File: config.mk
export PLATFORM = sky130hd
export DESIGN_NAME = hrrn_job_scheduler_unit
export DESIGN_NICKNAME = d
export VERILOG_FILES = /design/src/sv/hjs_pkg.sv /design/src/sv/hrrn_job_scheduler_unit.sv /design/src/sv/hjs_ctrl.sv /design/src/sv/hjs_dp.sv
export SDC_FILE = /design/constraint.sdc
export NUM_CORES = 2
export LEC_CHECK = 0
export BUFFER_PORTS_ARGS = -buffer_cell sky130_fd_sc_hd__buf_2
export CORE_ASPECT_RATIO = 1.25
export CORE_MARGIN = 2
export CORE_UTILIZATION = 58
export DETAILED_ROUTE_END_ITERATION = 8
export PLACE_DENSITY = 0.88
export SLEW_MARGIN = 20
export SYNTH_ARGS = -nofsm -noshare
export SYNTH_HDL_FRONTEND = slang
export SYNTH_SLANG_ARGS = --single-unit
File: constraint.sdc
create_clock -name clk -period 10 [get_ports clk]
set_input_delay 1.5 -clock clk [delete_from_list [all_inputs] [get_ports clk]]
set_output_delay 1.5 -clock clk [all_outputs]
set_load 0.01 [all_outputs]
File: src/sv/hjs_pkg.sv
// Shared types and constants for the HRRN job scheduler.
`timescale 1ns / 1ps

package hjs_pkg;

    localparam int MAX_JOBS_DEF = 8;

    localparam int ID_W   = 8;
    localparam int NEED_W = 16;
    localparam int WAIT_W = 16;
    localparam int SEQ_W  = 8;
    localparam int TIME_W = 32;
    localparam int SUM_W  = NEED_W + 1;
    localparam int PROD_W = SUM_W + NEED_W;

    localparam int IN_TDATA_W  = 24;
    localparam int OUT_FIELD_W = 1 + ID_W + 1 + ID_W + TIME_W + 1;
    localparam int OUT_TDATA_W = 56;

    localparam logic [WAIT_W-1:0] WAIT_MAX = '1;

    typedef enum logic [0:0] {
        OP_TICK   = 1'b0,
        OP_ARRIVE = 1'b1
    } op_t;

    typedef enum logic [2:0] {
        ST_IDLE,
        ST_EXEC,
        ST_SCAN,
        ST_MUL2,
        ST_CMP,
        ST_PICK,
        ST_EMIT
    } state_t;

    typedef enum logic [3:0] {
        CMD_NONE,
        CMD_LOAD,
        CMD_EXEC,
        CMD_SKIP,
        CMD_TAKE,
        CMD_MUL1,
        CMD_MUL2,
        CMD_CMP,
        CMD_PICK,
        CMD_EMIT
    } cmd_t;

    typedef struct packed {
        logic done_hit;
        logic scan_valid;
        logic scan_last;
        logic found;
        logic out_busy;
    } dp_status_t;

endpackage

File: src/sv/hrrn_job_scheduler_unit.sv
// Top level of the HRRN job scheduler.
`timescale 1ns / 1ps

// The scheduler takes one request at a time on the s_axis channel. A request with
// s_axis_tuser high is a job arrival carrying an id and a service need; with
// s_axis_tuser low it is one time tick. Every request yields exactly one result
// on the m_axis channel with the running job, a completion report and a
// table-full flag.
// An arrival or a tick that completes no job goes from acceptance through the
// execute step to the emit step, which registers the result.
// A tick that completes a job adds a sequential scan of the job table, one slot
// per cycle when empty or first found, while each further occupied slot goes
// through the shared ratio multiplier, a multiply step per cross product and then
// a compare step, and a pick step then starts the chosen job.
// Reset empties the table, stops the processor and clears the tick count.
// The result register holds its value while m_axis_tready is low; the next
// request is still accepted and worked on, and its result waits until the
// register is free.
module hrrn_job_scheduler_unit #(
    parameter int MAX_JOBS = hjs_pkg::MAX_JOBS_DEF
) (
    input  logic                            clk,
    input  logic                            rst_n,
    input  logic                            s_axis_tvalid,
    output logic                            s_axis_tready,
    // Fields from bit 0: job_id[7:0], service_need[23:8].
    input  logic [hjs_pkg::IN_TDATA_W-1:0]  s_axis_tdata,
    // Fields from bit 0: operation[0].
    input  logic                            s_axis_tuser,
    output logic                            m_axis_tvalid,
    input  logic                            m_axis_tready,
    // Fields from bit 0: running_valid[0], running_job[8:1], done_res[9],
    // done_job[17:10], finish_time[49:18], table_full[50], zero fill above.
    output logic [hjs_pkg::OUT_TDATA_W-1:0] m_axis_tdata
);
    import hjs_pkg::*;

    cmd_t       cmd;
    dp_status_t status;

    hjs_ctrl u_ctrl (
        .clk      (clk),
        .rst_n    (rst_n),
        .in_valid (s_axis_tvalid),
        .in_ready (s_axis_tready),
        .status   (status),
        .cmd      (cmd)
    );

    hjs_dp #(
        .MAX_JOBS (MAX_JOBS)
    ) u_dp (
        .clk       (clk),
        .rst_n     (rst_n),
        .cmd       (cmd),
        .status    (status),
        .in_op     (s_axis_tuser),
        .in_id     (s_axis_tdata[ID_W-1:0]),
        .in_need   (s_axis_tdata[ID_W+NEED_W-1:ID_W]),
        .out_valid (m_axis_tvalid),
        .out_ready (m_axis_tready),
        .out_data  (m_axis_tdata)
    );

endmodule

File: src/sv/hjs_ctrl.sv
// Controller state machine of the HRRN job scheduler.
`timescale 1ns / 1ps

module hjs_ctrl (
    input  logic               clk,
    input  logic               rst_n,
    input  logic               in_valid,
    output logic               in_ready,
    input  hjs_pkg::dp_status_t status,
    output hjs_pkg::cmd_t      cmd
);
    import hjs_pkg::*;

    state_t state_reg;
    state_t state_next;

    always_ff @(posedge clk or negedge rst_n)
    begin
        if (!rst_n)
        begin
            state_reg <= ST_IDLE;
        end
        else
        begin
            state_reg <= state_next;
        end
    end

    always_comb
    begin
        state_next = state_reg;
        cmd        = CMD_NONE;
        in_ready   = 1'b0;
        case (state_reg)
            ST_IDLE:
            begin
                in_ready = 1'b1;
                if (in_valid)
                begin
                    cmd        = CMD_LOAD;
                    state_next = ST_EXEC;
                end
            end
            ST_EXEC:
            begin
                cmd        = CMD_EXEC;
                state_next = status.done_hit ? ST_SCAN : ST_EMIT;
            end
            ST_SCAN:
            begin
                if (!status.scan_valid)
                begin
                    cmd        = CMD_SKIP;
                    state_next = status.scan_last ? ST_PICK : ST_SCAN;
                end
                else if (!status.found)
                begin
                    cmd        = CMD_TAKE;
                    state_next = status.scan_last ? ST_PICK : ST_SCAN;
                end
                else
                begin
                    cmd        = CMD_MUL1;
                    state_next = ST_MUL2;
                end
            end
            ST_MUL2:
            begin
                cmd        = CMD_MUL2;
                state_next = ST_CMP;
            end
            ST_CMP:
            begin
                cmd        = CMD_CMP;
                state_next = status.scan_last ? ST_PICK : ST_SCAN;
            end
            ST_PICK:
            begin
                cmd        = CMD_PICK;
                state_next = ST_EMIT;
            end
            ST_EMIT:
            begin
                if (!status.out_busy)
                begin
                    cmd        = CMD_EMIT;
                    state_next = ST_IDLE;
                end
            end
            default:
            begin
                state_next = ST_IDLE;
            end
        endcase
    end

endmodule

File: src/sv/hjs_dp.sv
// Datapath of the HRRN job scheduler: job table, timers, ratio compare and result register.
`timescale 1ns / 1ps

module hjs_dp #(
    parameter int MAX_JOBS = hjs_pkg::MAX_JOBS_DEF
) (
    input  logic                            clk,
    input  logic                            rst_n,
    input  hjs_pkg::cmd_t                   cmd,
    output hjs_pkg::dp_status_t             status,
    input  logic                            in_op,
    input  logic [hjs_pkg::ID_W-1:0]        in_id,
    input  logic [hjs_pkg::NEED_W-1:0]      in_need,
    output logic                            out_valid,
    input  logic                            out_ready,
    output logic [hjs_pkg::OUT_TDATA_W-1:0] out_data
);
    import hjs_pkg::*;

    localparam int IDX_W = $clog2(MAX_JOBS);
    localparam logic [IDX_W-1:0] LAST_IDX = IDX_W'(MAX_JOBS - 1);

    op_t               op_reg;
    logic [ID_W-1:0]   id_reg;
    logic [NEED_W-1:0] need_reg;

    logic [MAX_JOBS-1:0] valid_reg;
    logic [ID_W-1:0]     job_reg    [MAX_JOBS];
    logic [NEED_W-1:0]   need_arr_reg [MAX_JOBS];
    logic [WAIT_W-1:0]   waited_reg [MAX_JOBS];
    logic [SEQ_W-1:0]    seq_reg    [MAX_JOBS];

    logic [IDX_W-1:0]  run_slot_reg;
    logic              run_active_reg;
    logic [NEED_W-1:0] run_served_reg;
    logic [TIME_W-1:0] now_reg;
    logic [SEQ_W-1:0]  next_seq_reg;

    logic              res_done_reg;
    logic [ID_W-1:0]   res_done_job_reg;
    logic [TIME_W-1:0] res_fin_reg;
    logic              res_full_reg;

    logic [IDX_W-1:0]  scan_idx_reg;
    logic              found_reg;
    logic [IDX_W-1:0]  best_idx_reg;
    logic [SUM_W-1:0]  best_sum_reg;
    logic [NEED_W-1:0] best_need_reg;
    logic [SEQ_W-1:0]  best_age_reg;
    logic [PROD_W-1:0] prod_a_reg;
    logic [PROD_W-1:0] prod_b_reg;

    logic                   out_valid_reg;
    logic [OUT_TDATA_W-1:0] out_data_reg;

    logic              free_found;
    logic [IDX_W-1:0]  free_idx;
    logic [NEED_W-1:0] served_inc;
    logic              tick_done;
    logic              done_now;
    logic [NEED_W-1:0] cur_need;
    logic [SUM_W-1:0]  cur_sum;
    logic [SEQ_W-1:0]  cur_age;
    logic [SUM_W-1:0]  mul_a;
    logic [NEED_W-1:0] mul_b;
    logic [PROD_W-1:0] prod;
    logic              beat;
    logic [ID_W-1:0]   run_job;

    always_comb
    begin
        free_found = 1'b0;
        free_idx   = '0;
        for (int i = MAX_JOBS - 1; i >= 0; i--)
        begin
            if (!valid_reg[i])
            begin
                free_found = 1'b1;
                free_idx   = IDX_W'(i);
            end
        end
    end

    assign served_inc = run_served_reg + NEED_W'(1);
    assign tick_done  = run_active_reg && (served_inc >= need_arr_reg[run_slot_reg]);
    assign done_now   = (op_reg == OP_TICK) && tick_done;

    assign cur_need = need_arr_reg[scan_idx_reg];
    assign cur_sum  = {1'b0, cur_need} + {1'b0, waited_reg[scan_idx_reg]};
    assign cur_age  = next_seq_reg - seq_reg[scan_idx_reg];

    // The one multiplier serves both cross products of a comparison.
    assign mul_a = (cmd == CMD_MUL1) ? cur_sum : best_sum_reg;
    assign mul_b = (cmd == CMD_MUL1) ? best_need_reg : cur_need;
    assign prod  = mul_a * mul_b;

    assign beat = (prod_a_reg > prod_b_reg) ||
                  ((prod_a_reg == prod_b_reg) && (cur_age > best_age_reg));

    assign run_job = run_active_reg ? job_reg[run_slot_reg] : '0;

    assign status.done_hit   = done_now;
    assign status.scan_valid = valid_reg[scan_idx_reg];
    assign status.scan_last  = (scan_idx_reg == LAST_IDX);
    assign status.found      = found_reg;
    assign status.out_busy   = out_valid_reg && !out_ready;

    assign out_valid = out_valid_reg;
    assign out_data  = out_data_reg;

    always_ff @(posedge clk or negedge rst_n)
    begin
        if (!rst_n)
        begin
            valid_reg      <= '0;
            run_slot_reg   <= '0;
            run_active_reg <= 1'b0;
            run_served_reg <= '0;
            now_reg        <= '0;
            next_seq_reg   <= '0;
            scan_idx_reg   <= '0;
            found_reg      <= 1'b0;
            best_idx_reg   <= '0;
            out_valid_reg  <= 1'b0;
        end
        else
        begin
            if (cmd == CMD_EMIT)
            begin
                out_valid_reg <= 1'b1;
            end
            else if (out_valid_reg && out_ready)
            begin
                out_valid_reg <= 1'b0;
            end
            case (cmd)
                CMD_EXEC:
                begin
                    if (op_reg == OP_ARRIVE)
                    begin
                        if (free_found)
                        begin
                            valid_reg[free_idx] <= 1'b1;
                            next_seq_reg        <= next_seq_reg + SEQ_W'(1);
                            if (!run_active_reg)
                            begin
                                run_active_reg <= 1'b1;
                                run_slot_reg   <= free_idx;
                                run_served_reg <= '0;
                            end
                        end
                    end
                    else
                    begin
                        now_reg <= now_reg + TIME_W'(1);
                        if (run_active_reg)
                        begin
                            run_served_reg <= served_inc;
                            if (tick_done)
                            begin
                                valid_reg[run_slot_reg] <= 1'b0;
                                scan_idx_reg            <= '0;
                                found_reg               <= 1'b0;
                            end
                        end
                    end
                end
                CMD_SKIP:
                begin
                    scan_idx_reg <= scan_idx_reg + IDX_W'(1);
                end
                CMD_TAKE:
                begin
                    found_reg    <= 1'b1;
                    best_idx_reg <= scan_idx_reg;
                    scan_idx_reg <= scan_idx_reg + IDX_W'(1);
                end
                CMD_CMP:
                begin
                    if (beat)
                    begin
                        best_idx_reg <= scan_idx_reg;
                    end
                    scan_idx_reg <= scan_idx_reg + IDX_W'(1);
                end
                CMD_PICK:
                begin
                    run_active_reg <= found_reg;
                    run_slot_reg   <= found_reg ? best_idx_reg : '0;
                    run_served_reg <= '0;
                end
                default:
                begin
                end
            endcase
        end
    end

    always_ff @(posedge clk)
    begin
        case (cmd)
            CMD_LOAD:
            begin
                op_reg   <= op_t'(in_op);
                id_reg   <= in_id;
                need_reg <= in_need;
            end
            CMD_EXEC:
            begin
                res_full_reg     <= (op_reg == OP_ARRIVE) && !free_found;
                res_done_reg     <= done_now;
                res_done_job_reg <= done_now ? job_reg[run_slot_reg] : '0;
                res_fin_reg      <= done_now ? (now_reg + TIME_W'(1)) : '0;
                if (op_reg == OP_ARRIVE)
                begin
                    if (free_found)
                    begin
                        job_reg[free_idx]      <= id_reg;
                        need_arr_reg[free_idx] <= (need_reg == '0) ? NEED_W'(1) : need_reg;
                        waited_reg[free_idx]   <= '0;
                        seq_reg[free_idx]      <= next_seq_reg;
                    end
                end
                else if (run_active_reg)
                begin
                    for (int i = 0; i < MAX_JOBS; i++)
                    begin
                        if (valid_reg[i] && (IDX_W'(i) != run_slot_reg) &&
                            (waited_reg[i] != WAIT_MAX))
                        begin
                            waited_reg[i] <= waited_reg[i] + WAIT_W'(1);
                        end
                    end
                end
            end
            CMD_TAKE:
            begin
                best_sum_reg  <= cur_sum;
                best_need_reg <= cur_need;
                best_age_reg  <= cur_age;
            end
            CMD_MUL1:
            begin
                prod_a_reg <= prod;
            end
            CMD_MUL2:
            begin
                prod_b_reg <= prod;
            end
            CMD_CMP:
            begin
                if (beat)
                begin
                    best_sum_reg  <= cur_sum;
                    best_need_reg <= cur_need;
                    best_age_reg  <= cur_age;
                end
            end
            CMD_EMIT:
            begin
                out_data_reg <= OUT_TDATA_W'({res_full_reg, res_fin_reg, res_done_job_reg,
                                              res_done_reg, run_job, run_active_reg});
            end
            default:
            begin
            end
        endcase
    end

endmodule

==> flow_summary.json <==
{
  "status": "complete, no violations",
  "yosysSeqAreaShare_pct": 48.39,
  "ys_types": 86,
  "yosysWarnings": 0,
  "cp_slowest_cell": "fa_1",
  "syn_avg_cell_area_um2": 12.48,
  "routed_wl_um": 97600,
  "core-area_mm2": 0.07171,
  "dieArea_mm2": 0.07439,
  "ant_nets": 0,
  "synth_seq_cells": 688,
  "nets": 3857,
  "synth_compound_area_share_pct": 6.172,
  "syn2layout_area_growth_pct": 8.861,
  "clock_latency_ps": 670,
  "start_kind": "register",
  "synth_top_family_by_area": "adder cells",
  "port_buffers": 81,
  "clock_skew_ps": 53.83,
  "synth-simple-area-share_pct": 10.35,
  "route.detailed.drc": 0,
  "grt_start_max_net_pins": 80,
  "grt_pass1_wl_um": 153100,
  "initial_core_util_pct": 58.41,
  "track_usage_pct": 26.33,
  "ctsLongestPathBuffers": 3,
  "drt_iter0_drc": 2782,
  "slew_headroom_pct": 30.59,
  "cp.required_ps": 10450,
  "wl_per_cell_um": 22.07,
  "grt_overflow": 0,
  "path_clk_slew_ps": 70,
  "cts_hold_buf": 0,
  "synth_top_area_share_pct": 43.67,
  "netlist_area_mm2": 0.04188,
  "setup.worst_path.end_class": "register",
  "dr.pass1.iters": 7,
  "timing.final.max_slew_violations": 0,
  "synth_ff_type": "edfxtp_1",
  "root_buffer": "clkbuf_16",
  "criticalPathCategory": "reg -> reg",
  "place_hpwl_um": 68210,
  "antenna_found_initial": 0,
  "synth-xor-area-share_pct": 4.998,
  "netlist_top_cells_area": "edfxtp_1 (44%), fa_1 (10%), mux4_2 (7.0%)",
  "clock_sinks": 688,
  "first_global_vias": 28290,
  "fp.dieH_um": 304.4,
  "gp_congestion": 0.9476,
  "setup_viol": 0,
  "worstHoldPathType": "reg -> reg",
  "diodes": 0,
  "ios": 87,
  "synth.largest_area_cell": "edfxtp_1",
  "synth_cells": 3356,
  "numCtsBuffers": 61,
  "async_flop_share_pct": 11.48,
  "critical-path-max-stage-delay_ps": 560,
  "final_hold_viol_count": 0,
  "vias": 27370,
  "critical_path.max_fanout": 15,
  "synthMuxAreaShare_pct": 9.234,
  "clock.fmax_ghz": 0.1042,
  "die_width_um": 244.4,
  "finalCritPeriodShare_pct": 95.97,
  "placementRows": 110,
  "final_common_cell": "edfxtp_1",
  "cts_tree": "built",
  "synth_enable_flop_cells": 609,
  "critPathArrivalTime_ps": 10040,
  "htreeDepth": 2,
  "routed_via_density": 6.189,
  "place_ws_ps": -45.53,
  "fin_crit_ps": 9597,
  "worst_slew_pin_slew_ps": 1041,
  "fill_cells": 4845,
  "synthAdderAreaFrac_pct": 15.95,
  "layout_common_cells": "edfxtp_1 (609), nor2_1 (378), inv_1 (345)",
  "layout-drive-gt1-share_pct": 13.68,
  "cpMostUsedCell": "fa_1",
  "fin_ws_ps": 403.5,
  "maxCapViolations": 0
}
==> metal layers <==
layer | up-vias | global-route usage [%] | part of all wire [%]
met4 | 0 | 13.49 | 5.5
li1 | 11980 | - | -
met5 | - | 0 | 0
met3 | 368 | 4.348 | 8.1
met2 | 1454 | 45.48 | 51
met1 | 13570 | 31.88 | 36
==> kinds of logic after synthesis <==
kind of cell / Yosys count
simple gates: 951
xor+xnor: 239
flops: 688
compound gates: 359
fa+ha+maj: 408
other cells: 1
mux: 212
buf+inv: 498
==> cells in the mapped netlist (all sizes together), types with 68 or more instances <==
cell type	number
buf	77
clkbuf	71
dfrtp	79
edfxtp	609
fa	210
ha	198
inv	350
mux4	130
nand2	248
nor2	386
o21ai	68
xnor2	126
xor2	113
==> layout make-up <==
| class | instances | area [µm²] | share of cell area, % |
|---|---|---|---|
| Sequential cell | 688 | 20280 | 44.48 |
| Clock buffer | 71 | 1594 | 3.496 |
| Tap cell | 952 | 1191 | 2.613 |
| Timing Repair Buffer | 145 | 953.4 | 2.091 |
| Inverter | 350 | 1321 | 2.898 |
| Multi-Input combinational cell | 2174 | 19740 | 43.31 |
| Clock inverter | 43 | 510.5 | 1.120 |
==> timing repair <==
action                     in CTS  in global routing
pin swaps                       1                  2
buffers inserted                2                  8
setup endpoints to repair       2                 12
resized for setup               4                 21
==> through the flow <==
step / setup TNS (ps) / cells / util, % / hold slack (ps) / instance area, µm²
6_report: 0 / 4423 / 63.58 / 414.3 / 45590
5_1_grt: -26.11 / 4423 / 63.58 / 423.3 / 45590
4_1_cts: 0 / 4414 / 63.30 / 417.7 / 45390
3_5_place_dp: -91.03 / 4298 / 60.33 / 404.5 / 43260
3_3_place_gp: 0 / 4298 / 60.33 / 402.5 / 43260
2_1_floorplan: 0 / 3360 / - / 400.3 / 41900
==> worst paths after layout <==
path | start | end | slack [ps] | cells after the start
hold reg to reg | u_dp.res_done_job_reg[5]$_SDFFCE_PN0N_ | u_dp.out_data[15]$_DFFE_PP_ | 410 | 0
setup / recovery | u_dp.scan_idx_reg[0]$_DFFE_PN0P_ | u_dp.prod_b_reg[32]$_DFFE_PN_ | 400 | 34
min in group asynchronous | rst_n | u_dp.now_reg[0]$_DFFE_PN0P_ | 890 | 1
max in group asynchronous | rst_n | u_dp.scan_idx_reg[1]$_DFFE_PN0P_ | 8480 | 1
setup reg to reg | u_dp.scan_idx_reg[0]$_DFFE_PN0P_ | u_dp.prod_b_reg[32]$_DFFE_PN_ | 400 | 34
hold / removal | u_dp.res_done_job_reg[5]$_SDFFCE_PN0N_ | u_dp.out_data[15]$_DFFE_PP_ | 410 | 0
==> critical path, delay by kind of cell (launching register included) <==
| family | cells | cell delay [ps] |
|---|---|---|
| AOI/OAI and AO/OA | 8 | 1830 |
| xor gates and xnor gates | 1 | 110 |
| adders and majority gates | 8 | 3800 |
| buffers and inverters | 9 | 1200 |
| DFF | 1 | 510 |
| muxes | 2 | 900 |
| and+or+nand+nor | 6 | 1000 |
Power is not shown: default switching activity piles up to over one toggle a cycle in this logic, so the estimate is an artifact.
